==> src/rtl/core/lstw_pkg.sv <==
// Shared types, constants and the arctangent table of the lidar point transform.
package lstw_pkg;

  // Scan size and number of CORDIC rotations
  localparam int MAX_BEAMS     = 1024;
  localparam int CORDIC_STAGES = 16;
  localparam int ATAN_ENTRIES  = 24;
  localparam int ROT_STAGES    = (CORDIC_STAGES < ATAN_ENTRIES) ? CORDIC_STAGES : ATAN_ENTRIES;

  // Beam index limit, wide enough for scan sizes below 2^17
  localparam logic [16:0] MaxBeamsW = 17'(MAX_BEAMS);

  // CORDIC datapath widths: x/y with 20 fraction bits, z with 24 fraction bits
  localparam int XW = 27;
  localparam int ZW = 28;
  localparam int RW = XW - 8;

  // Angle constants in Q3.13
  localparam logic signed [17:0] Q13_PI      = 18'sd25736;
  localparam logic signed [17:0] Q13_TWO_PI  = 18'sd51472;
  localparam logic signed [17:0] Q13_HALF_PI = 18'sd12868;

  // Inverse CORDIC gain in Q0.16
  localparam logic [15:0] INV_GAIN_Q16 = 16'd39797;

  // Saturation limits of a Q12.12 position
  localparam logic signed [23:0] W24_MAX = 24'sh7FFFFF;
  localparam logic signed [23:0] W24_MIN = 24'sh800000;

  // Configuration register indexes
  localparam logic [1:0] REG_START_ANGLE = 2'd0;
  localparam logic [1:0] REG_ANGLE_STEP  = 2'd1;
  localparam logic [1:0] REG_WINDOW      = 2'd2;

  // Configuration registers as seen by the datapath
  typedef struct packed {
    logic signed [15:0] start_angle;
    logic [12:0]        angle_step;
    logic [14:0]        window_half_width;
  } lstw_cfg_t;

  // Fields that ride along with an item through the pipeline
  typedef struct packed {
    logic [9:0]         beam;
    logic               bad;
    logic signed [23:0] pose_x;
    logic signed [23:0] pose_y;
  } lstw_side_t;

  // CORDIC working set of one item
  typedef struct packed {
    lstw_side_t           side;
    logic                 flip;
    logic signed [XW-1:0] x;
    logic signed [XW-1:0] y;
    logic signed [ZW-1:0] z;
  } lstw_rot_t;

  // Result item
  typedef struct packed {
    logic signed [23:0] world_x;
    logic signed [23:0] world_y;
    logic [9:0]         point_beam;
    logic               point_invalid;
  } lstw_point_t;

  // Arctangent of 2^-i, 24 fraction bits, rounded
  function automatic logic [23:0] atan_q24(input int i);
    logic [23:0] v;
    case (i)
      0:       v = 24'd13176795;
      1:       v = 24'd7778716;
      2:       v = 24'd4110060;
      3:       v = 24'd2086331;
      4:       v = 24'd1047214;
      5:       v = 24'd524117;
      6:       v = 24'd262123;
      7:       v = 24'd131069;
      8:       v = 24'd65536;
      9:       v = 24'd32768;
      10:      v = 24'd16384;
      11:      v = 24'd8192;
      12:      v = 24'd4096;
      13:      v = 24'd2048;
      14:      v = 24'd1024;
      15:      v = 24'd512;
      16:      v = 24'd256;
      17:      v = 24'd128;
      18:      v = 24'd64;
      19:      v = 24'd32;
      20:      v = 24'd16;
      21:      v = 24'd8;
      22:      v = 24'd4;
      23:      v = 24'd2;
      default: v = 24'd0;
    endcase
    return v;
  endfunction

endpackage

==> src/rtl/core/lstw_skid.sv <==
// Two-entry output queue that decouples the pipeline from the receiver.
module lstw_skid (
  input  logic                clk,
  input  logic                rst,
  input  logic                push,
  input  lstw_pkg::lstw_point_t push_point,
  output logic                room,
  output logic                out_valid,
  input  logic                out_ready,
  output lstw_pkg::lstw_point_t out_point
);
  import lstw_pkg::*;

  lstw_point_t q0;
  lstw_point_t q1;
  logic [1:0]  count;
  logic [1:0]  count_next;
  logic        pop;

  assign room      = (count != 2'd2);
  assign out_valid = (count != 2'd0);
  assign out_point = q0;
  assign pop       = out_valid && out_ready;

  always_comb begin
    count_next = count;
    if (push && !pop) begin
      count_next = count + 2'd1;
    end else if (pop && !push) begin
      count_next = count - 2'd1;
    end
  end

  always_ff @(posedge clk) begin
    if (rst) begin
      count <= 2'd0;
    end else begin
      count <= count_next;
    end
  end

  // Shift the queue on a pop, fill the first free entry on a push
  always_ff @(posedge clk) begin
    if (push && (count == 2'd0 || (count == 2'd1 && pop))) begin
      q0 <= push_point;
    end else if (pop) begin
      q0 <= q1;
    end
    if (push && count != 2'd0 && !(count == 2'd1 && pop)) begin
      q1 <= push_point;
    end
  end

endmodule

==> config.mk <==
export PLATFORM = sky130hd
export DESIGN_NAME = lstw_skid
export DESIGN_NICKNAME = d
export VERILOG_FILES = /design/src/rtl/core/lstw_pkg.sv /design/src/rtl/core/lstw_skid.sv
export SDC_FILE = /design/constraint.sdc
export NUM_CORES = 1
export LEC_CHECK = 0
export BUFFER_PORTS_ARGS = -buffer_cell sky130_fd_sc_hd__buf_2
export CAP_MARGIN = 5
export CORE_MARGIN = 2
export CORE_UTILIZATION = 48
export CTS_CLUSTER_SIZE = 30
export DETAILED_ROUTE_END_ITERATION = 10
export PLACE_DENSITY = 0.84
export SKIP_LAST_GASP = 1
export SYNTH_ARGS = -nofsm -noshare
export SYNTH_HDL_FRONTEND = slang
export SYNTH_SLANG_ARGS = --single-unit
==> constraint.sdc <==
create_clock -name clk -period 2.88 [get_ports clk]
set_clock_uncertainty 0.15 [all_clocks]
set_input_delay 0.144 -clock clk [delete_from_list [all_inputs] [get_ports clk]]
set_output_delay 0.144 -clock clk [all_outputs]
set_load 0.03 [all_outputs]
==> results.sh <==
export IMPL_outcome="completed"
export IMPL_leakagePower_nw=2.84
export IMPL_crit_type="register to register"
export IMPL_synthArstFlopShare_pct=0
export IMPL_placementRows=36
export IMPL_path_clk_slew_ns=0.06
export IMPL_numPortBuffers=123
export IMPL_yosysSeqAreaShare_pct=73.1
export IMPL_place_gp_congestion=0.780
export IMPL_slew_headroom_pct=53.5
export IMPL_post_route_min_period_ns=2.13
export IMPL_pre_cts_ws_ns=0.770
export IMPL_finalCritPeriodShare_pct=74.0
export IMPL_syn2layout_area_growth_pct=39.4
export IMPL_critPathCaptureType="register"
export IMPL_fin_nets=596
export IMPL_die_h_um=105
export IMPL_fin_cells=675
export IMPL_powerDensity_nw_per_um2=1160
export IMPL_switching_share_pct=37.1
export IMPL_ir_drop_mv=0.585
export IMPL_grt_overflow_total=0
export IMPL_yosys_top_cells_area="edfxtp_1, o32ai_1, inv_1, nand2_1, o32ai_2"
export IMPL_slew_viol_final=0
export IMPL_netlist_top_cells_count="edfxtp_1, inv_1, nand2_1"
export IMPL_cts_buffers=17
export IMPL_arrival_ns=2.20
export IMPL_seqPwrFrac_pct=38.3
export IMPL_clkPwrFrac_pct=25.2
export IMPL_design_area_um2=6830
export IMPL_first_pass_iters=5
export IMPL_max_freq_mhz=469
export IMPL_synth_top_area_share_pct=72.3
export IMPL_rrSetupSlack_ns=0.75
export IMPL_antenna_found_initial=0
export IMPL_clk_path_buf_depth=2
export IMPL_clock_root_buffer="clkbuf_8"
export IMPL_comb_power_share_pct=36.6
export IMPL_vias=3511
export IMPL_vias_per_cell=5.20
export IMPL_synth_fp_nets=411
export IMPL_finalHoldViolations=0
export IMPL_tns_ns=0
export IMPL_grtUsageTotal_pct=21.3
export IMPL_ys_warn_count=0
export IMPL_cp_slowest_cell="and2_2"
export IMPL_synth_most_common_cell="edfxtp_1"
export IMPL_p_sw_mw=2.94
export IMPL_n_antenna_cell=0
export IMPL_fp_dieArea_um2=11000
export IMPL_whs_path_depth=3
export IMPL_setup_violations_final=0
export IMPL_core_um2=9820
export IMPL_synth_largest_area_cell="edfxtp_1"
export IMPL_ff_latch_area_um2=3580
export IMPL_maxCapViolCount=0
export IMPL_power_internal_mw=4.98
export IMPL_synthCells=344
export IMPL_synth_top_flop_cell="edfxtp_1"
export IMPL_die_x_um=105
export IMPL_placed_area_um2=5670
export IMPL_cp_start_kind="register"
export IMPL_rr_worst_depth=5
export IMPL_hp_class="primary input to register"
export IMPL_start_util_pct=49.9
export IMPL_grt_max_degree=60
export IMPL_regToRegEndpoint="out_point[35]"
export IMPL_layout_drive_gt1_share_pct=31.9
export IMPL_fin_ws_ns=0.749
export IMPL_rsz0062_at_grt="false"
export IMPL_multi_input_area_um2=955
export IMPL_cp_top_family="buffers and inverters"
export IMPL_drc=0
export IMPL_wire_per_inst_um=16.9
export IMPL_worstMarginPinSlew_ns=0.697
export IMPL_cts_setup_buffers=0
export IMPL_io_pins=124
export IMPL_grt_pass1_vias=3598
export IMPL_clock_sinks=120
export IMPL_min_from="push"
export IMPL_fill_cells=709
export IMPL_slowest_delay_ns=0.46
export IMPL_dp_cells=583
export IMPL_critPathBufInv=2
export IMPL_worstPathRequired_ns=2.95
export IMPL_synthDistinctLibCells=19
export IMPL_insertion_delay_ns=0.51
export IMPL_htreeDepth=4
export IMPL_synth_area_per_cell_um2=14.2
export IMPL_crit_chain="inv_1, ha_1, and2_2, buf_4, o32ai_1"
export IMPL_cts_tree="built"
export IMPL_holdPathEnd="out_point[13]"
export IMPL_ant_nets=0
export IMPL_post_dp_hpwl_um=6710
export IMPL_cp_max_fo=21
export IMPL_grt_pass1_wl_um=17700
export IMPL_r2r_start="count[0]"
export IMPL_synth_edff_count=118
export IMPL_finalWirelength_um=11400
export IMPL_synth_seq_cells=120
export IMPL_drt_initial_drc_count=216
export IMPL_syn_area_um2=4900
[routing by layer]
metal  GRT usage (%)  vias up  part of all wire [%]
li1                -     1641                     -
met1            25.2     1689                    40
met2            35.8      161                    52
met3            5.68       20                   6.1
met4            10.7        0                   2.1
met5               0        -                     0
[sequential cells by signal, indices dropped and copies added (netlist names)]
name	count
count	2
out_point	59
q1	59
[cell usage in the layout (no fill, tap or decap), types with 2 or more instances in the layout]
cell | netlist | layout
buf_2 | 8 | 123
edfxtp_1 | 118 | 118
inv_1 | 63 | 63
nand2_1 | 61 | 60
dlygate4sd3_1 | 0 | 60
o32ai_1 | 49 | 49
clkbuf_16 | 0 | 16
o32ai_2 | 10 | 10
buf_4 | 0 | 7
ha_1 | 4 | 4
clkinv_1 | 0 | 4
clkinv_2 | 0 | 4
bufinv_16 | 0 | 3
clkbuf_1 | 14 | 3
buf_12 | 0 | 3
and2_2 | 0 | 2
xor2_1 | 2 | 2
dfxtp_1 | 2 | 2
[logic make-up (layout without fill, tap and decap cells)]
| logic type | after synthesis | count (layout) | share of synthesized area, % |
|---|---|---|---|
| simple gates | 67 | 67 | 5.41 |
| xor+xnor | 2 | 2 | 0.358 |
| buf+inv | 90 | 288 | 7.74 |
| compound gates | 61 | 61 | 12.3 |
| fa+ha+maj | 4 | 4 | 1.02 |
| flops | 120 | 120 | 73.1 |
[layout make-up]
| cell class | instances | share of cell area, % |
|---|---|---|
| clock inverter | 12 | 1.94 |
| inverter | 63 | 3.46 |
| tap | 133 | 2.44 |
| timing repair buffer | 193 | 19.5 |
| multi-input combinational | 134 | 14.0 |
| clock buffer | 20 | 6.23 |
| sequential | 120 | 52.5 |
[per-stage QoR]
stage | hold WS (ns) | power, mW | util, %
after floorplan | 0.0664 | 5.03 | -
after global placement | 0.187 | 5.78 | 57.7
after detailed placement | 0.188 | 5.89 | 57.7
after CTS | 0.0385 | 7.95 | 69.5
after global routing | 0.0774 | 8.26 | 69.5
final | 0.0684 | 7.92 | 69.5
[how the worst max path moves through the flow]
stage,start,endpoint,cells after the start
global placement,count[0],out_point[35],5
detailed placement,count[0],out_point[35],5
finish,count[0],out_point[35],5
floorplan,count[0],out_point[0],4
global route,count[0],out_point[30],5
CTS,count[0],out_point[30],5
[power by group through the flow]
stage | Combinational, mW | Clock [mW] | Sequential, mW
6_report | 2.90 | 1.99 | 3.03
5_1_grt | 3.08 | 2.11 | 3.08
4_1_cts | 2.91 | 2.02 | 3.03
3_5_place_dp | 2.84 | 0 | 3.05
3_3_place_gp | 2.73 | 0 | 3.04
2_1_floorplan | 1.11 | 0 | 3.92
[tightest hold or removal path: stages]
cell and delay [ns]:
buf_2 0.23, nand2_1 0.10, o32ai_1 0.07
[repair_timing]
item	in CTS	in global routing
hold buffers	60	0
endpoints found under the hold margin	120	0
resized for setup	0	0
Power figures use the tool's default switching activity.
