### config.mk
export PLATFORM = sky130hd
export DESIGN_NAME = lstw_point
export DESIGN_NICKNAME = d
export VERILOG_FILES = /design/src/rtl/core/lstw_pkg.sv /design/src/rtl/core/lstw_point.sv
export SDC_FILE = /design/constraint.sdc
export NUM_CORES = 1
export LEC_CHECK = 0
export BUFFER_PORTS_ARGS = -buffer_cell sky130_fd_sc_hd__clkbuf_2
export CAP_MARGIN = 20
export CORE_MARGIN = 2
export CORE_UTILIZATION = 45
export CTS_CLUSTER_SIZE = 40
export DETAILED_ROUTE_END_ITERATION = 8
export GPL_ROUTABILITY_DRIVEN = 1
export PLACE_DENSITY = 0.68
export SLEW_MARGIN = 25
export SYNTH_ARGS = -nofsm -noshare
export SYNTH_HDL_FRONTEND = slang
export SYNTH_SLANG_ARGS = --single-unit
### constraint.sdc
create_clock -name clk -period 3.79 [get_ports clk]
set_clock_uncertainty 0.15 [all_clocks]
set_input_delay 0.758 -clock clk [delete_from_list [all_inputs] [get_ports clk]]
set_output_delay 0.758 -clock clk [all_outputs]
set_load 0.05 [all_outputs]
### src/rtl/core/lstw_pkg.sv
// Shared types, constants and the arctangent table of the lidar point transform.
package lstw_pkg;

  // Scan size and number of CORDIC rotations
  localparam int MAX_BEAMS     = 1024;
  localparam int CORDIC_STAGES = 16;
  localparam int ATAN_ENTRIES  = 24;
  localparam int ROT_STAGES    = (CORDIC_STAGES < ATAN_ENTRIES) ? CORDIC_STAGES : ATAN_ENTRIES;

  // Beam index limit, wide enough for scan sizes below 2^17
  localparam logic [16:0] MaxBeamsW = 17'(MAX_BEAMS);

  // CORDIC datapath widths: x/y with 20 fraction bits, z with 24 fraction bits
  localparam int XW = 27;
  localparam int ZW = 28;
  localparam int RW = XW - 8;

  // Angle constants in Q3.13
  localparam logic signed [17:0] Q13_PI      = 18'sd25736;
  localparam logic signed [17:0] Q13_TWO_PI  = 18'sd51472;
  localparam logic signed [17:0] Q13_HALF_PI = 18'sd12868;

  // Inverse CORDIC gain in Q0.16
  localparam logic [15:0] INV_GAIN_Q16 = 16'd39797;

  // Saturation limits of a Q12.12 position
  localparam logic signed [23:0] W24_MAX = 24'sh7FFFFF;
  localparam logic signed [23:0] W24_MIN = 24'sh800000;

  // Configuration register indexes
  localparam logic [1:0] REG_START_ANGLE = 2'd0;
  localparam logic [1:0] REG_ANGLE_STEP  = 2'd1;
  localparam logic [1:0] REG_WINDOW      = 2'd2;

  // Configuration registers as seen by the datapath
  typedef struct packed {
    logic signed [15:0] start_angle;
    logic [12:0]        angle_step;
    logic [14:0]        window_half_width;
  } lstw_cfg_t;

  // Fields that ride along with an item through the pipeline
  typedef struct packed {
    logic [9:0]         beam;
    logic               bad;
    logic signed [23:0] pose_x;
    logic signed [23:0] pose_y;
  } lstw_side_t;

  // CORDIC working set of one item
  typedef struct packed {
    lstw_side_t           side;
    logic                 flip;
    logic signed [XW-1:0] x;
    logic signed [XW-1:0] y;
    logic signed [ZW-1:0] z;
  } lstw_rot_t;

  // Result item
  typedef struct packed {
    logic signed [23:0] world_x;
    logic signed [23:0] world_y;
    logic [9:0]         point_beam;
    logic               point_invalid;
  } lstw_point_t;

  // Arctangent of 2^-i, 24 fraction bits, rounded
  function automatic logic [23:0] atan_q24(input int i);
    logic [23:0] v;
    case (i)
      0:       v = 24'd13176795;
      1:       v = 24'd7778716;
      2:       v = 24'd4110060;
      3:       v = 24'd2086331;
      4:       v = 24'd1047214;
      5:       v = 24'd524117;
      6:       v = 24'd262123;
      7:       v = 24'd131069;
      8:       v = 24'd65536;
      9:       v = 24'd32768;
      10:      v = 24'd16384;
      11:      v = 24'd8192;
      12:      v = 24'd4096;
      13:      v = 24'd2048;
      14:      v = 24'd1024;
      15:      v = 24'd512;
      16:      v = 24'd256;
      17:      v = 24'd128;
      18:      v = 24'd64;
      19:      v = 24'd32;
      20:      v = 24'd16;
      21:      v = 24'd8;
      22:      v = 24'd4;
      23:      v = 24'd2;
      default: v = 24'd0;
    endcase
    return v;
  endfunction

endpackage

### src/rtl/core/lstw_point.sv
// Back stages: undo the fold, round to Q12.12, add the pose and saturate.
module lstw_point (
  input  logic                clk,
  input  logic                rst,
  input  logic                en,
  input  logic                in_valid,
  input  lstw_pkg::lstw_rot_t   in_rot,
  output logic                out_valid,
  output lstw_pkg::lstw_point_t out_point
);
  import lstw_pkg::*;

  logic signed [XW-1:0] xn;
  logic signed [XW-1:0] yn;
  logic signed [XW-1:0] xr;
  logic signed [XW-1:0] yr;
  logic                 e_valid;
  lstw_side_t           e_side;
  logic signed [RW-1:0] e_rx;
  logic signed [RW-1:0] e_ry;
  logic signed [24:0]   sum_x;
  logic signed [24:0]   sum_y;
  logic signed [23:0]   sat_x;
  logic signed [23:0]   sat_y;

  // Negate folded vectors and round away 8 fraction bits
  assign xn = in_rot.flip ? -in_rot.x : in_rot.x;
  assign yn = in_rot.flip ? -in_rot.y : in_rot.y;
  assign xr = xn + XW'(128);
  assign yr = yn + XW'(128);

  always_ff @(posedge clk) begin
    if (rst) begin
      e_valid <= 1'b0;
    end else if (en) begin
      e_valid <= in_valid;
    end
  end

  always_ff @(posedge clk) begin
    if (en) begin
      e_side <= in_rot.side;
      e_rx   <= xr[XW-1:8];
      e_ry   <= yr[XW-1:8];
    end
  end

  // Add the pose and clamp to the 24-bit range
  assign sum_x = $signed({e_side.pose_x[23], e_side.pose_x})
               + $signed({{(25-RW){e_rx[RW-1]}}, e_rx});
  assign sum_y = $signed({e_side.pose_y[23], e_side.pose_y})
               + $signed({{(25-RW){e_ry[RW-1]}}, e_ry});

  always_comb begin
    if (sum_x[24] != sum_x[23]) begin
      sat_x = sum_x[24] ? W24_MIN : W24_MAX;
    end else begin
      sat_x = sum_x[23:0];
    end
    if (sum_y[24] != sum_y[23]) begin
      sat_y = sum_y[24] ? W24_MIN : W24_MAX;
    end else begin
      sat_y = sum_y[23:0];
    end
  end

  always_ff @(posedge clk) begin
    if (rst) begin
      out_valid <= 1'b0;
    end else if (en) begin
      out_valid <= e_valid;
    end
  end

  // Invalid ranges report the pose itself
  always_ff @(posedge clk) begin
    if (en) begin
      out_point.world_x       <= e_side.bad ? e_side.pose_x : sat_x;
      out_point.world_y       <= e_side.bad ? e_side.pose_y : sat_y;
      out_point.point_beam    <= e_side.beam;
      out_point.point_invalid <= e_side.bad;
    end
  end

endmodule

==> impl_metrics.toml, run 1 <==
[placed_design]
place_congestion = 0.871
numPortBuffers = 177
place_area_um2 = 11100
dp_hpwl_mm = 16.6

[detailed_routing]
routed_wirelength_mm = 21.8
num_vias = 7556
drcViolationCount = 0
wl_per_cell_um = 15.6
via_per_inst = 5.39
first_pass_iters = 5
postRouteAntennaNets = 0
dr.first_iter.drc_count = 427

[synth]
synth_top_cell_area_share = 0.478
async_reset_ff_frac = 0
yosys_warnings = 0
synth_ff_type = "edfxtp_1"
synth_fp_nets = 1125
synth_area_um2 = 9790
postSynthAreaPerCell_um2 = 10.6
synth_cells = 927
yosys.area.top_type = "edfxtp_1"
ys_types = 76
yosys-top-cells-area = "edfxtp_1 (48%), ha_1 (6.4%), xnor2_1 (6.3%), a21oi_1 (5.2%), nand2_1 (3.0%)"
ys_ff_latch = 158
synth_edf_count = 156
synth-seq-area-share = 0.482

[job]
cap_viol_max_count = 0

[sta]
post-route-period-util = 0.928
setup_tns_ps = 0
rsz0062_at_grt = "false"
setup_viol = 0
max_freq_ghz = 0.284
slew_headroom = 0.603
worst_slew_pin_slew_ps = 587
slew_viol_final = 0
fin_crit_ps = 3520
hold_viol_final = 0

[clock_network]
cts_buffers = 17
cts-htree-levels = 4
post_cts.repair.setup_buffers = 0
hold_buffers = 0
cts_tree = "done"
cts_resized = 0
cts.sinks = 158
cts_root_buf = "clkbuf_16"
worst_skew_pair.late_latency_ps = 430
clk_pin_slew_ps = 70
cts_max_path_buffers = 2

[floorplanning]
start_util = 0.461
floorplan.die.height_um = 152
num_io_pins = 206
die_area_um2 = 23000
fp-row-count = 53
core_area_um2 = 21200
fp.dieW_um = 152

[setup_path]
max_stage_delay_ps = 370
cp_max_fo = 3
crit_path_frequent_cell = "o31a_1"
crit_type = "flop to flop"
reg2reg_depth = 13
worst_setup_path_start_kind = "flop"
r2r_setup_slack_ps = 270
worstSetupStartpoint = "e_side[0]"
crit_path_end_kind = "flop"
cp.arrival_ps = 3530
rr_endpoint = "out_point[33]"
cp.required_ps = 3810
crit_slowest_cell = "fa_1"
timing.rr.start = "e_side[0]"
crit_chain = "ha_1 -> inv_1 -> fa_1 -> nand2b_1 -> a21oi_1 -> o41a_1 -> a31oi_1 -> o31a_1 -> buf_4 -> o21ai_1 -> nor4_1 -> o31a_1 -> o31a_1"
endpoint = "out_point[33]"

[final_layout]
postLayoutCellArea_um2 = 11800
area_delta_synth_final_pct = 20.3
drive_above_1_share = 0.235
final_nets = 1312

[run_status]
status = "completed"

[power_and_ir_drop]
p_leak_nw = 4.77
ir_worst_vdd_uv = 339
p_per_area_nw_per_um2 = 507

[grt]
grtUsageTotal = 0.192
grt_pass1_wl_mm = 34.7
overflow = 0
antenna_found_initial = 3
grt_pass1_vias = 6937
grt_max_degree = 66

[min_path]
hold_path_class = "flop to flop"
-- registers in the layout, indices dropped and copies added, names as in the netlist --
| signal | flops |
|---|---|
| e_ry | 19 |
| e_side | 59 |
| out_valid | 1 |
| e_rx | 19 |
| out_point | 59 |
| e_valid | 1 |
-- worst min-delay path by stage --
stage / start / end / slack [ps] / cells after the start
floorplan: e_side[58] / out_point[10] / 250 / 0
global placement: e_side[54] / out_point[6] / 250 / 0
detailed placement: e_side[58] / out_point[10] / 260 / 0
CTS: e_side[57] / out_point[9] / 270 / 0
global route: e_side[56] / out_point[8] / 290 / 0
finish: e_side[54] / out_point[6] / 270 / 0
-- cell usage in the layout, fill, tap and decap left out, drive strengths merged, types with 5 or more instances in the layout --
master  instances
a211oi         15
a21o           21
a21oi         102
a31oi           8
and3            9
buf            32
clkbuf        193
edfxtp        156
ha             50
inv            44
mux2i           6
nand2          77
nand2b         14
nand3          17
nand4          18
nor2           40
nor2b          30
nor3            8
nor4           16
o211ai          9
o21a            5
o21ai          57
o21bai          8
o31ai           7
o41ai           5
or3            12
or4             5
xnor2          72
xor2           27
-- worst max-delay path: cells and delay by family, from the launching register on --
family                     cells  cell delay [ps]
AOI/OAI and AO/OA              7             1640
adders and majority gates      2              610
DFF                            1              350
and+or+nand+nor                2              270
buffers and inverters          2              230
-- cells by family (layout without fill, tap and decap cells) --
logic type               after synthesis  after routing  synth area share
adder cells (fa/ha/maj)               54             54            0.0700
AND/OR/NAND/NOR                      263            263             0.146
AO/OA/AOI/OAI                        271            271             0.176
other                                  0              1                 0
XOR/XNOR                              99             99            0.0893
buffers and inverters                 76            276            0.0298
multiplexers                           6              6           0.00613
flip-flops                           158            158             0.482
-- metal layers --
| layer | vias up | wire (um) | global-route usage |
|---|---|---|---|
| met4 | 4 | 241 | 0.0491 |
| met3 | 22 | 1140 | 0.0386 |
| met2 | 215 | 9580 | 0.280 |
| li1 | 3855 | - | - |
| met1 | 3460 | 10900 | 0.292 |
| met5 | - | 23 | 0 |
-- final cells by class --
class | instances | area, um2
multi-input combinational | 693 | 4790
tap | 275 | 344
inverter | 36 | 135
antenna | 1 | 2.50
sequential | 158 | 4720
timing repair buffer | 208 | 1140
clock inverter | 15 | 220
clock buffer | 17 | 425
fill | 1895 | 9440
-- power breakdown --
group	switching, W	internal (W)
Sequential	0.0000910	0.00218
Clock	0.000722	0.00113
Combinational	0.00117	0.000675
-- synthesized netlist by cell type, drive strengths merged (12+ instances only) --
cell    count
nand2      77
nand4      18
a21o       21
a21oi     102
nor2       40
nor2b      30
edfxtp    156
or3        12
xnor2      72
ha         50
a211oi     15
nor4       16
buf        12
o21ai      57
nand2b     14
clkbuf     28
nand3      17
inv        36
xor2       27
-- stage by stage --
stage / instances / power, W / hold slack (ps) / utilization / setup slack (ps)
after floorplan: 927 / 0.00363 / 250 / - / 295
final: 1403 / 0.00597 / 272 / 0.555 / 272
after global placement: 1370 / 0.00411 / 250 / 0.524 / 147
after global routing: 1402 / 0.00628 / 286 / 0.555 / 51.7
after CTS: 1402 / 0.00600 / 273 / 0.554 / 242
after detailed placement: 1370 / 0.00414 / 256 / 0.524 / 134
No activity file was read; power rests on OpenSTA's default activity.
==> run 2, diff against run 1 <==
--- a/config.mk
+++ b/config.mk
@@ -13,6 +13,7 @@
 export DETAILED_ROUTE_END_ITERATION = 8
 export GPL_ROUTABILITY_DRIVEN = 1
 export PLACE_DENSITY = 0.68
+export SETUP_SLACK_MARGIN = 0.5
 export SLEW_MARGIN = 25
 export SYNTH_ARGS = -nofsm -noshare
 export SYNTH_HDL_FRONTEND = slang
==> impl_metrics.toml, run 2 (same netlist as run 1, synthesis figures left out) <==
[floorplanning]
start_util = 0.461
die_area_um2 = 23000
floorplan.die.height_um = 152
fp-row-count = 53
fp.dieW_um = 152
core_area_um2 = 21200
num_io_pins = 206

[sta]
slew_headroom = 0.598
slew_viol_final = 0
setup_viol = 0
worst_slew_pin_slew_ps = 603
fin_crit_ps = 3300
post-route-period-util = 0.870
max_freq_ghz = 0.303
hold_viol_final = 0
rsz0062_at_grt = "true"
setup_tns_ps = 0

[min_path]
hold_path_class = "flop to flop"

[placed_design]
place_congestion = 0.914
place_area_um2 = 11200
dp_hpwl_mm = 16.3
numPortBuffers = 177

[setup_path]
crit_path_end_kind = "flop"
worst_setup_path_start_kind = "flop"
cp.required_ps = 3820
crit_type = "flop to flop"
cp_max_fo = 3
cp.arrival_ps = 3330

[clock_network]
worst_skew_pair.late_latency_ps = 440
hold_buffers = 0
cts_max_path_buffers = 2
clk_pin_slew_ps = 70
cts-htree-levels = 4
cts.sinks = 158
cts_root_buf = "clkbuf_16"
cts_buffers = 17
cts_tree = "done"

[detailed_routing]
via_per_inst = 5.41
routed_wirelength_mm = 22.5
num_vias = 7720
first_pass_iters = 5
drcViolationCount = 0
wl_per_cell_um = 15.8
postRouteAntennaNets = 0
dr.first_iter.drc_count = 456

[power_and_ir_drop]
p_int_w = 0.00392
p_clk_frac = 0.276
switching_share = 0.357
p_sw_w = 0.00218
p_leak_nw = 4.96
ir_worst_vdd_uv = 375
seqPwrFrac = 0.374
pwr-share-comb = 0.350
p_per_area_nw_per_um2 = 493

[job]
cap_viol_max_count = 0

[final_layout]
final_cell_mix = "clkbuf_2 (176), edfxtp_1 (156), a21oi_1 (82)"
final_nets = 1337
largestRegisters = "e_side (59), out_point (59)"
area_delta_synth_final_pct = 26.3
final_common_cell = "clkbuf_2"
drive_above_1_share = 0.311
postLayoutCellArea_um2 = 12400

[grt]
overflow = 0
grt_pass1_vias = 6933
grtUsageTotal = 0.194
grt_max_degree = 64
grt_pass1_wl_mm = 34.7
antenna_found_initial = 1

[run_status]
status = "completed"
==> run 2: cell count changes in the layout (fill, tap and decap cells not counted), moves of 6 or more <==
| cell | previous run | this run |
|---|---|---|
| ha_4 | 0 | 10 |
| buf_4 | 30 | 46 |
| a21oi_1 | 101 | 82 |
| ha_1 | 50 | 39 |
| a211oi_2 | 2 | 10 |
| buf_6 | 1 | 7 |
| a21oi_2 | 1 | 19 |
| a211oi_1 | 13 | 5 |
==> run 2: final timing paths <==
| check | slack, ps | depth (start not counted) | from | endpoint |
|---|---|---|---|---|
| setup reg to reg | 490 | 13 | e_ry[0] | out_point[33] |
| hold / removal | 270 | 0 | e_side[51] | out_point[3] |
| setup / recovery | 490 | 13 | e_ry[0] | out_point[33] |
| hold reg to reg | 270 | 0 | e_side[51] | out_point[3] |
==> run 2: area by class of cell <==
class	instances	area, um2
Tap cell	275	344
Fill cell	1812	8850
Antenna cell	1	2.50
Inverter	36	135
Clock inverter	15	165
Timing Repair Buffer	233	1390
Sequential cell	158	4720
Multi-Input combinational cell	693	5180
Clock buffer	17	425
==> run 2: power by group through the flow <==
stage	combinational [W]	sequential [W]	clock [W]
2_1_floorplan	0.00101	0.00262	0
3_3_place_gp	0.00181	0.00231	0
3_5_place_dp	0.00183	0.00231	0
4_1_cts	0.00188	0.00227	0.00172
5_1_grt	0.00232	0.00230	0.00178
6_report	0.00213	0.00228	0.00168
==> run 2: worst max-delay path, cell delays in order (launching register included) <==
cell	delay, ps
edfxtp_1	450
ha_4	210
inv_2	60
fa_2	190
nand2b_4	130
a21oi_2	60
o41a_1	420
a31oi_2	220
o31a_1	230
buf_6	130
o21ai_4	60
and4_1	180
o31a_1	310
o31a_1	250
==> run 2: routing by layer <==
metal	GRT usage	routed length [um]	vias up
li1	-	-	3903
met1	0.289	10800	3555
met2	0.283	9750	238
met3	0.0395	1590	24
met4	0.0620	348	0
met5	0	0	-
==> run 2: repair_timing <==
item                       CTS  global route
resized for setup           11            74
pin swaps                    5            22
buffers inserted             4            17
setup endpoints to repair   42            43
cloned                       0             2
==> run 2: stage by stage <==
stage	power (W)	hold slack [ps]	util	setup WS (ps)	std cells
4_1_cts	0.00587	268	0.559	513	1408
6_report	0.00610	269	0.583	491	1428
5_1_grt	0.00641	281	0.583	403	1427
2_1_floorplan	0.00363	250	-	399	927
3_5_place_dp	0.00415	255	0.527	144	1372
3_3_place_gp	0.00412	251	0.527	219	1372
