`config.mk`:
```
export PLATFORM = sky130hd
export DESIGN_NAME = lstw_angle
export DESIGN_NICKNAME = d
export VERILOG_FILES = /design/src/rtl/core/lstw_pkg.sv /design/src/rtl/core/lstw_angle.sv
export SDC_FILE = /design/constraint.sdc
export NUM_CORES = 1
export LEC_CHECK = 0
export BUFFER_PORTS_ARGS = -buffer_cell sky130_fd_sc_hd__buf_2
export CORE_MARGIN = 2
export CORE_UTILIZATION = 55
export DETAILED_ROUTE_END_ITERATION = 6
export MAX_ROUTING_LAYER = met4
export PLACE_DENSITY = 0.86
export SKIP_CTS_REPAIR_TIMING = 1
export SLEW_MARGIN = 25
export SYNTH_ARGS = -nofsm -noshare
export SYNTH_HDL_FRONTEND = slang
export SYNTH_SLANG_ARGS = --single-unit
```
`constraint.sdc`:
```
create_clock -name clk -period 10.09 [get_ports clk]
set_input_delay 0.5045 -clock clk [delete_from_list [all_inputs] [get_ports clk]]
set_output_delay 0.5045 -clock clk [all_outputs]
set_load 0.02 [all_outputs]
```
`src/rtl/core/lstw_pkg.sv`:
```
// Shared types, constants and the arctangent table of the lidar point transform.
package lstw_pkg;

  // Scan size and number of CORDIC rotations
  localparam int MAX_BEAMS     = 1024;
  localparam int CORDIC_STAGES = 16;
  localparam int ATAN_ENTRIES  = 24;
  localparam int ROT_STAGES    = (CORDIC_STAGES < ATAN_ENTRIES) ? CORDIC_STAGES : ATAN_ENTRIES;

  // Beam index limit, wide enough for scan sizes below 2^17
  localparam logic [16:0] MaxBeamsW = 17'(MAX_BEAMS);

  // CORDIC datapath widths: x/y with 20 fraction bits, z with 24 fraction bits
  localparam int XW = 27;
  localparam int ZW = 28;
  localparam int RW = XW - 8;

  // Angle constants in Q3.13
  localparam logic signed [17:0] Q13_PI      = 18'sd25736;
  localparam logic signed [17:0] Q13_TWO_PI  = 18'sd51472;
  localparam logic signed [17:0] Q13_HALF_PI = 18'sd12868;

  // Inverse CORDIC gain in Q0.16
  localparam logic [15:0] INV_GAIN_Q16 = 16'd39797;

  // Saturation limits of a Q12.12 position
  localparam logic signed [23:0] W24_MAX = 24'sh7FFFFF;
  localparam logic signed [23:0] W24_MIN = 24'sh800000;

  // Configuration register indexes
  localparam logic [1:0] REG_START_ANGLE = 2'd0;
  localparam logic [1:0] REG_ANGLE_STEP  = 2'd1;
  localparam logic [1:0] REG_WINDOW      = 2'd2;

  // Configuration registers as seen by the datapath
  typedef struct packed {
    logic signed [15:0] start_angle;
    logic [12:0]        angle_step;
    logic [14:0]        window_half_width;
  } lstw_cfg_t;

  // Fields that ride along with an item through the pipeline
  typedef struct packed {
    logic [9:0]         beam;
    logic               bad;
    logic signed [23:0] pose_x;
    logic signed [23:0] pose_y;
  } lstw_side_t;

  // CORDIC working set of one item
  typedef struct packed {
    lstw_side_t           side;
    logic                 flip;
    logic signed [XW-1:0] x;
    logic signed [XW-1:0] y;
    logic signed [ZW-1:0] z;
  } lstw_rot_t;

  // Result item
  typedef struct packed {
    logic signed [23:0] world_x;
    logic signed [23:0] world_y;
    logic [9:0]         point_beam;
    logic               point_invalid;
  } lstw_point_t;

  // Arctangent of 2^-i, 24 fraction bits, rounded
  function automatic logic [23:0] atan_q24(input int i);
    logic [23:0] v;
    case (i)
      0:       v = 24'd13176795;
      1:       v = 24'd7778716;
      2:       v = 24'd4110060;
      3:       v = 24'd2086331;
      4:       v = 24'd1047214;
      5:       v = 24'd524117;
      6:       v = 24'd262123;
      7:       v = 24'd131069;
      8:       v = 24'd65536;
      9:       v = 24'd32768;
      10:      v = 24'd16384;
      11:      v = 24'd8192;
      12:      v = 24'd4096;
      13:      v = 24'd2048;
      14:      v = 24'd1024;
      15:      v = 24'd512;
      16:      v = 24'd256;
      17:      v = 24'd128;
      18:      v = 24'd64;
      19:      v = 24'd32;
      20:      v = 24'd16;
      21:      v = 24'd8;
      22:      v = 24'd4;
      23:      v = 24'd2;
      default: v = 24'd0;
    endcase
    return v;
  endfunction

endpackage

```
`src/rtl/core/lstw_angle.sv`:
```
// Front stages: beam angle, window test, angle wrap and quadrant fold.
module lstw_angle (
  input  logic               clk,
  input  logic               rst,
  input  logic               en,
  input  logic               in_valid,
  input  lstw_pkg::lstw_side_t in_side,
  input  logic [15:0]        in_range,
  input  logic signed [15:0] in_heading,
  input  lstw_pkg::lstw_cfg_t  cfg,
  output logic               out_valid,
  output lstw_pkg::lstw_rot_t  out_rot
);
  import lstw_pkg::*;

  // Stage A: products
  logic [31:0]        range_prod;
  logic [22:0]        step_prod;
  logic               in_span;
  logic               a_valid;
  lstw_side_t         a_side;
  logic [22:0]        a_prod;
  logic [23:0]        a_x0;
  logic signed [15:0] a_heading;

  // Stage B: angle sum and window
  logic signed [24:0] beam_angle;
  logic signed [24:0] win_ext;
  logic signed [24:0] angle_sum;
  logic               in_win;
  logic               b_valid;
  lstw_side_t         b_side;
  logic [23:0]        b_x0;
  logic signed [17:0] b_t;

  // Stage C: wrap
  logic signed [17:0] t_wrap;
  logic               c_valid;
  lstw_side_t         c_side;
  logic [23:0]        c_x0;
  logic signed [15:0] c_t;

  // Stage D: fold
  logic signed [17:0] c_t_ext;
  logic signed [17:0] t_fold;
  logic               fold;

  // Form the beam products and the start magnitude
  assign range_prod = 32'(in_range) * 32'(INV_GAIN_Q16);
  assign step_prod  = 23'(in_side.beam) * 23'(cfg.angle_step);
  assign in_span    = {7'd0, in_side.beam} < MaxBeamsW;

  always_ff @(posedge clk) begin
    if (rst) begin
      a_valid <= 1'b0;
    end else if (en) begin
      a_valid <= in_valid && in_span;
    end
  end

  always_ff @(posedge clk) begin
    if (en) begin
      a_side    <= in_side;
      a_prod    <= step_prod;
      a_x0      <= range_prod[31:8];
      a_heading <= in_heading;
    end
  end

  // Add the start angle, test the window, add the heading
  assign beam_angle = $signed({{9{cfg.start_angle[15]}}, cfg.start_angle})
                    + $signed({2'b00, a_prod});
  assign win_ext    = $signed({10'd0, cfg.window_half_width});
  assign in_win     = (beam_angle >= -win_ext) && (beam_angle <= win_ext);
  assign angle_sum  = beam_angle + $signed({{9{a_heading[15]}}, a_heading});

  always_ff @(posedge clk) begin
    if (rst) begin
      b_valid <= 1'b0;
    end else if (en) begin
      // drop valid beams outside the window; invalid beams always pass
      b_valid <= a_valid && (a_side.bad || in_win);
    end
  end

  always_ff @(posedge clk) begin
    if (en) begin
      b_side <= a_side;
      b_x0   <= a_x0;
      b_t    <= angle_sum[17:0];
    end
  end

  // Wrap the sum into plus or minus pi
  always_comb begin
    if (b_t > Q13_PI) begin
      t_wrap = b_t - Q13_TWO_PI;
    end else if (b_t < -Q13_PI) begin
      t_wrap = b_t + Q13_TWO_PI;
    end else begin
      t_wrap = b_t;
    end
  end

  always_ff @(posedge clk) begin
    if (rst) begin
      c_valid <= 1'b0;
    end else if (en) begin
      c_valid <= b_valid;
    end
  end

  always_ff @(posedge clk) begin
    if (en) begin
      c_side <= b_side;
      c_x0   <= b_x0;
      c_t    <= t_wrap[15:0];
    end
  end

  // Fold into the right half plane; the result is negated at the end
  assign c_t_ext = $signed({{2{c_t[15]}}, c_t});

  always_comb begin
    if (c_t_ext > Q13_HALF_PI) begin
      t_fold = c_t_ext - Q13_PI;
      fold   = 1'b1;
    end else if (c_t_ext < -Q13_HALF_PI) begin
      t_fold = c_t_ext + Q13_PI;
      fold   = 1'b1;
    end else begin
      t_fold = c_t_ext;
      fold   = 1'b0;
    end
  end

  always_ff @(posedge clk) begin
    if (rst) begin
      out_valid <= 1'b0;
    end else if (en) begin
      out_valid <= c_valid;
    end
  end

  always_ff @(posedge clk) begin
    if (en) begin
      out_rot.side <= c_side;
      out_rot.flip <= fold;
      out_rot.x    <= $signed({{(XW-24){1'b0}}, c_x0});
      out_rot.y    <= '0;
      out_rot.z    <= $signed({{(ZW-26){t_fold[14]}}, t_fold[14:0], 11'd0});
    end
  end

endmodule

```
==> results of run 1 <==
-- power breakdown --
group          switching [mW]  total, mW  leakage, nW  internal, mW
registers               0.179       2.76         4.15          2.58
clock network           0.670       1.61        0.716         0.943
logic                    2.65       4.67         8.08          2.02
total                    3.50       9.05         12.9          5.54
-- placed cells by master, fill, tap and decap left out, types with 7 or more instances in the layout --
cell / count
conb_1: 41
nor3_1: 27
o211ai_1: 7
a21oi_1: 70
clkbuf_16: 46
a31oi_1: 12
clkinv_1: 7
diode_2: 15
nand3_1: 18
o21ai_0: 38
edfxtp_1: 421
clkinv_2: 8
nor4_1: 7
a211oi_1: 14
fa_1: 190
and2_1: 72
o21a_1: 16
a21o_1: 27
nand4_1: 11
inv_1: 296
xor2_1: 33
nand2b_1: 14
xnor2_1: 73
nor2b_1: 14
nand2_1: 105
nor2_1: 62
buf_2: 239
ha_1: 266
and3_1: 9
-- synth_stat cells, types with 33 or more instances --
| cell type | number | area share (%) |
|---|---|---|
| edfxtp_1 | 421 | 49 |
| inv_1 | 296 | 4.3 |
| ha_1 | 266 | 13 |
| fa_1 | 190 | 15 |
| nand2_1 | 105 | 1.5 |
| xnor2_1 | 73 | 2.5 |
| and2_1 | 72 | 1.7 |
| a21oi_1 | 70 | 1.3 |
| nor2_1 | 62 | 0.89 |
| buf_4 | 43 | 1.2 |
| o21ai_0 | 38 | 0.73 |
| clkbuf_1 | 34 | 0.49 |
| xor2_1 | 33 | 1.1 |
-- worst max-delay path by stage --
stage	start	endpoint	slack, ns	depth (start not counted)
finish	in_range[7]	a_x0[23]$_DFFE_PP_	3.84	21
global route	in_range[7]	a_x0[23]$_DFFE_PP_	3.59	21
CTS	in_range[7]	a_x0[23]$_DFFE_PP_	3.84	21
detailed placement	in_range[7]	a_x0[23]$_DFFE_PP_	3.27	21
global placement	in_range[9]	a_x0[23]$_DFFE_PP_	3.36	21
floorplan	in_range[8]	a_x0[23]$_DFFE_PP_	3.79	20
-- through the flow --
step | utilization, % | setup slack, ns | hold WS [ns] | std cells | power, mW
2_1_floorplan | - | 3.785 | 0.4003 | 2035 | 6.375
3_3_place_gp | 59.38 | 3.361 | 0.4001 | 2805 | 7.186
3_5_place_dp | 59.38 | 3.273 | 0.4045 | 2805 | 7.407
4_1_cts | 62.53 | 3.836 | 0.1086 | 2886 | 9.081
5_1_grt | 62.60 | 3.591 | 0.1125 | 2899 | 9.840
6_report | 62.62 | 3.838 | 0.1239 | 2901 | 9.046
-- registers in the layout, indices dropped and copies added, names as in the netlist --
register   cells
a_side        59
b_t           18
out_rot       99
c_x0          24
a_prod        23
c_valid        1
b_side        59
a_x0          24
a_heading     16
out_valid      1
c_side        59
a_valid        1
c_t           16
b_x0          24
b_valid        1
-- cell type report --
type / instances / area [um^2]
Clock buffer: 49 / 1162
Inverter: 296 / 1111
Timing Repair Buffer: 243 / 1250
Antenna cell: 15 / 37.54
Tap cell: 607 / 759.5
Multi-Input combinational cell: 1234 / 11870
Clock inverter: 32 / 304.0
Sequential cell: 425 / 12720
Fill cell: 3435 / 17440
-- kinds of logic (layout without fill, tap and decap cells) --
group / count (synthesis) / count (layout) / share of synthesized area [%]
other: 1 / 56 / 0.01442
AO/OA/AOI/OAI: 264 / 264 / 6.850
adder cells (fa/ha/maj): 456 / 456 / 27.42
XOR/XNOR: 106 / 106 / 3.569
multiplexers: 5 / 5 / 0.1924
buffers and inverters: 376 / 620 / 6.046
AND/OR/NAND/NOR: 362 / 362 / 6.999
flip-flops: 425 / 425 / 48.91
-- layer usage --
metal	up-vias	part of all wire [%]	GRT usage [%]	wire length [um]
met5	-	0	-	0
met4	0	3.7	9.220	1892
met3	137	5.3	2.842	2667
met2	470	50	35.39	25260
met1	7650	41	26.93	20830
li1	7364	-	-	-
-- critical path: cells and delay by family --
family / cells / cell delay (ns)
fa+ha+maj: 7 / 3.40
buf+inv: 5 / 0.47
simple gates: 1 / 0.47
compound gates: 8 / 1.79
==> impl_metrics.ini, run 1 <==
[setup_path]
cpMostUsedCell = fa_1
end_kind = flip-flop
slowest_delay_ns = 0.54
reg2reg_from = a_prod[0]$_DFFE_PP_
cp_slowest_cell = fa_1
reg2reg_to = b_valid$_SDFFE_PP0P_
path_max_fanout = 6
worstPathRequired_ns = 10.47
crit_path_start_kind = input port
r2r_slack_ns = 5.50
cp_cell_sequence = buf_2 > inv_1 > fa_1 > fa_1 > inv_1 > fa_1 > fa_1 > fa_1 > inv_1 > fa_1 > inv_1 > ha_1 > a21o_1 > a21o_1 > a211oi_1 > o21a_1 > a21oi_2 > a221o_1 > o41ai_4 > or4b_1 > o211ai_1
worstPathArrival_ns = 6.64
reg2reg_depth = 21
crit_type = in2reg

[power_and_ir_drop]
p_per_area_nw_per_um2 = 309.6
ir_drop_v = 0.0002620
total_leakage_power_nw = 12.95

[placement]
dp_hpwl_mm = 38.76
portBuffers = 240
gp_congestion = 0.9107
placed_cell_area_um2 = 27710

[clocking]
clock_path_buffers = 3
clkSinkCount = 425
clock_latency_ns = 0.56
cts-htree-levels = 2
cts_buffers = 44
cts_root_buf = clkbuf_16
clk_pin_slew_ns = 0.06
cts_tree = yes

[hold_path]
holdCritStartpoint = in_side[30]
min_path_cells = 1
hold_path_end = a_side[30]$_DFFE_PP_
hold_class = in2reg

[synth]
async_flop_share_pct = 0
ys_seq_elements = 425
synth.avg_cell_area_um2 = 13.04
ys_warn_count = 0
yosysSeqAreaShare_pct = 48.91
synth_edf_count = 421
synth_area_um2 = 26010
synthesis.instances = 1995
synthFlopType = edfxtp_1
ys_types = 72

[global_routing]
grt_usage_pct = 21.48
grt_pass1_wl_mm = 81.90
grt_pass1_vias = 16200
overflow = 0
grt_max_degree = 178
antenna_found_initial = 14

[timing]
fin_crit_ns = 6.252
finalSetupTns_ns = 0
fmax_ghz = 0.1599
report.final.slew_viol_count = 0
worst_slew_pin_slew_ns = 0.9693
period_share_pct = 61.97
skew_ns = 0.02716
relSlewSlack_pct = 35.38
setup_violations = 0
finalHoldViolCount = 0
rsz0062_at_grt = false

[outcome]
violations = DRC
status = finished with violations

[die]
die_y_um = 221.5
die_area_um2 = 49050
die_x_um = 221.5
num_rows = 79
core_area_um2 = 46650
pin_count = 282
start_util_pct = 55.75

[layout]
nets = 2839
layout-drive-gt1-share_pct = 14.57
finish.instance_area_um2 = 29210
synthToLayoutAreaGrowth_pct = 12.31

[routing]
postRouteWirelength_mm = 50.65
drt_iter0_markers = 1184
vias_per_cell = 5.385
first_pass_iters = 7
via_count = 15620
postRouteAntennaNets = 0
wl_per_cell_um = 17.46
drc_errors = 34

[job]
cap_violations = 0
(Power assumes the default switching activity.)
==> inputs of run 2 (changes only) <==
--- a/config.mk
+++ b/config.mk
@@ -5,6 +5,7 @@
 export SDC_FILE = /design/constraint.sdc
 export NUM_CORES = 1
 export LEC_CHECK = 0
+export ABC_AREA = 1
 export BUFFER_PORTS_ARGS = -buffer_cell sky130_fd_sc_hd__buf_2
 export CORE_MARGIN = 2
 export CORE_UTILIZATION = 55
==> constraint.sdc (replaced) <==
create_clock -name clk -period 5.8 [get_ports clk]
set_input_delay 0.29 -clock clk [delete_from_list [all_inputs] [get_ports clk]]
set_output_delay 0.29 -clock clk [all_outputs]
set_load 0.02 [all_outputs]
==> run 2 against run 1 <==
  * The flow now finishes without violations
  * Global-route usage rose by 1.7 points
  * First-iteration DRC count rose by 12%
  * Critical path depth rose by 3
  * Wire length rose by 20%
  * Clock-buffer cell count fell by 3
  * Die area rose by 5.2%
  * Largest cell class unchanged
  * Highest routed layer unchanged
==> impl_metrics.ini, run 2 <==
[layout]
mostFrequentLayoutCells = inv_1 (470), edfxtp_1 (421), nand2_1 (409)
largest_register = out_rot
fin_util_pct = 63.45
layout-drive-gt1-share_pct = 12.99
layout_commonest_cell = inv_1
largest_reg_flops = 99
nets = 3371
synthToLayoutAreaGrowth_pct = 13.62

[power_and_ir_drop]
p_total_mw = 17.11
ir_drop_v = 0.0005179
total_leakage_power_nw = 14.58
p_per_area_nw_per_um2 = 549.7

[synth]
ys_seq_elements = 425
ys_types = 52
synth_area_leaders = edfxtp_1 (46%), fa_1 (14%), ha_1 (12%), inv_1 (6.4%), nand2_1 (5.6%)
synth_area_um2 = 27400
async_flop_share_pct = 0
yosysTopAreaCellShare_pct = 46.15
ys_warn_count = 0
synth.avg_cell_area_um2 = 11.15
synth_edf_count = 421
synth-xor-area-share_pct = 3.517
synth_compound_area_share_pct = 5.508
synthesis.instances = 2456
synth_top_family_by_area = adder cells
synth_most_common_cell = inv_1
synth_top_area_cell = edfxtp_1
yosys.area_share.adder_pct = 26.03
synthFlopType = edfxtp_1
synth_mux_area_share_pct = 0
synthTopCellsByCount = inv_1 (470), edfxtp_1 (421), nand2_1 (409)
yosysSeqAreaShare_pct = 46.44
synth-simple-area-share_pct = 10.25

[global_routing]
antenna_found_initial = 18
grt_usage_pct = 23.20
overflow = 0
grt_pass1_vias = 18120
grt_pass1_wl_mm = 91.56
grt_max_degree = 173

[setup_path]
worstPathArrival_ns = 5.62
r2r_slack_ns = 1.81
worstPathRequired_ns = 6.10
reg2reg_depth = 25
cp_slowest_cell = fa_1
reg2reg_to = b_valid$_SDFFE_PP0P_
slowest_delay_ns = 0.53
path_max_fanout = 4
crit_type = in2reg
critPathLaunch = in_range[8]
end_kind = flip-flop
cp-endpoint = a_x0[22]$_DFFE_PP_
cp_cell_sequence = buf_2 > inv_1 > fa_1 > fa_1 > inv_1 > fa_1 > inv_1 > fa_1 > inv_1 > fa_1 > inv_1 > fa_1 > inv_1 > ha_1 > nand2_1 > nor3_1 > nand2_1 > o2111ai_1 > nand2_1 > o211ai_1 > nand2_1 > nand2_1 > a21oi_1 > xor2_1
reg2reg_from = a_prod[0]$_DFFE_PP_
crit_path_start_kind = input port

[timing]
fmax_ghz = 0.1878
skew_ns = 0.03850
setup_violations = 0
finalHoldViolCount = 0
period_share_pct = 91.82
worst_slack_ns = 0.4747
fin_crit_ns = 5.325
report.final.slew_viol_count = 0
rsz0062_at_grt = false
worst_slew_pin_slew_ns = 0.9869
relSlewSlack_pct = 34.21
finalSetupTns_ns = 0

[routing]
first_pass_iters = 5
drc_errors = 0
postRouteAntennaNets = 0
vias_per_cell = 5.254
postRouteWirelength_mm = 60.93
wl_per_cell_um = 17.47
drt_iter0_markers = 1328
via_count = 18330

[clocking]
clock_latency_ns = 0.56
cts-htree-levels = 2
cts_tree = yes
clock_path_buffers = 3
cts_root_buf = clkbuf_16
clk_pin_slew_ns = 0.07
cts_buffers = 39
clkSinkCount = 425

[job]
cap_violations = 0

[placement]
dp_hpwl_mm = 45.29
gp_congestion = 0.9671
pre_cts_slack_ns = -0.004075
portBuffers = 240

[die]
die_x_um = 227.2
start_util_pct = 55.85
die_area_um2 = 51610
num_rows = 81
die_y_um = 227.2
pin_count = 282
core_area_um2 = 49050

[hold_path]
holdCritStartpoint = in_valid
hold_class = in2reg

[outcome]
status = complete, no violations
==> run 2: report_power, final <==
part	internal, mW	total (mW)	switching, mW
sequential	4.51	4.81	0.296
clock	1.30	2.45	1.14
combinational	3.65	9.85	6.20
==> run 2: cell families after synthesis <==
group | count (synthesis)
AOI/OAI and AO/OA | 260
xor gates and xnor gates | 110
adders and majority gates | 456
buffers and inverters | 555
DFF | 425
other | 1
and+or+nand+nor | 649
==> run 2: how the worst min path moves through the flow <==
| stage | to | slack, ns | cells after the start |
|---|---|---|---|
| after floorplan | b_valid$_SDFFE_PP0P_ | 0.35 | 1 |
| after global placement | c_side[7]$_DFFE_PP_ | 0.40 | 0 |
| after detailed placement | b_side[23]$_DFFE_PP_ | 0.40 | 0 |
| after CTS | a_side[19]$_DFFE_PP_ | -0.12 | 1 |
| after global routing | a_valid$_SDFFE_PP0P_ | 0.04 | 3 |
| final | a_valid$_SDFFE_PP0P_ | 0.04 | 3 |
==> run 2: layout make-up <==
type	instances	area [um^2]
multi-input combinational	1516	12570
antenna	22	55.05
sequential	425	12720
fill	3739	17930
tap	664	830.8
timing repair buffer	315	1964
clock buffer	46	1002
clock inverter	21	185.2
inverter	479	1798
==> run 2: per-layer routing <==
| layer | vias to the layer above | track usage (%) | part of all wire [%] |
|---|---|---|---|
| met1 | 8839 | 28.09 | 39 |
| li1 | 8676 | - | - |
| met2 | 671 | 40.11 | 52 |
| met5 | - | - | 0 |
| met3 | 140 | 3.691 | 6.4 |
| met4 | 0 | 7.042 | 2.8 |
==> run 2: stage by stage <==
step	cells	hold slack (ns)	instance area [um^2]
5_1_grt	3484	0.04194	31110
2_1_floorplan	2496	0.3524	27550
3_3_place_gp	3333	0.4004	29220
3_5_place_dp	3333	0.4045	29220
6_report	3488	0.03756	31120
4_1_cts	3400	-0.1160	30410
==> run 2: critical path, delay by kind of cell <==
kind	cells	cell delay, ns
XOR/XNOR	1	0.15
adder cells (fa/ha/maj)	7	3.41
AND/OR/NAND/NOR	6	0.78
AO/OA/AOI/OAI	3	0.41
buffers and inverters	7	0.58
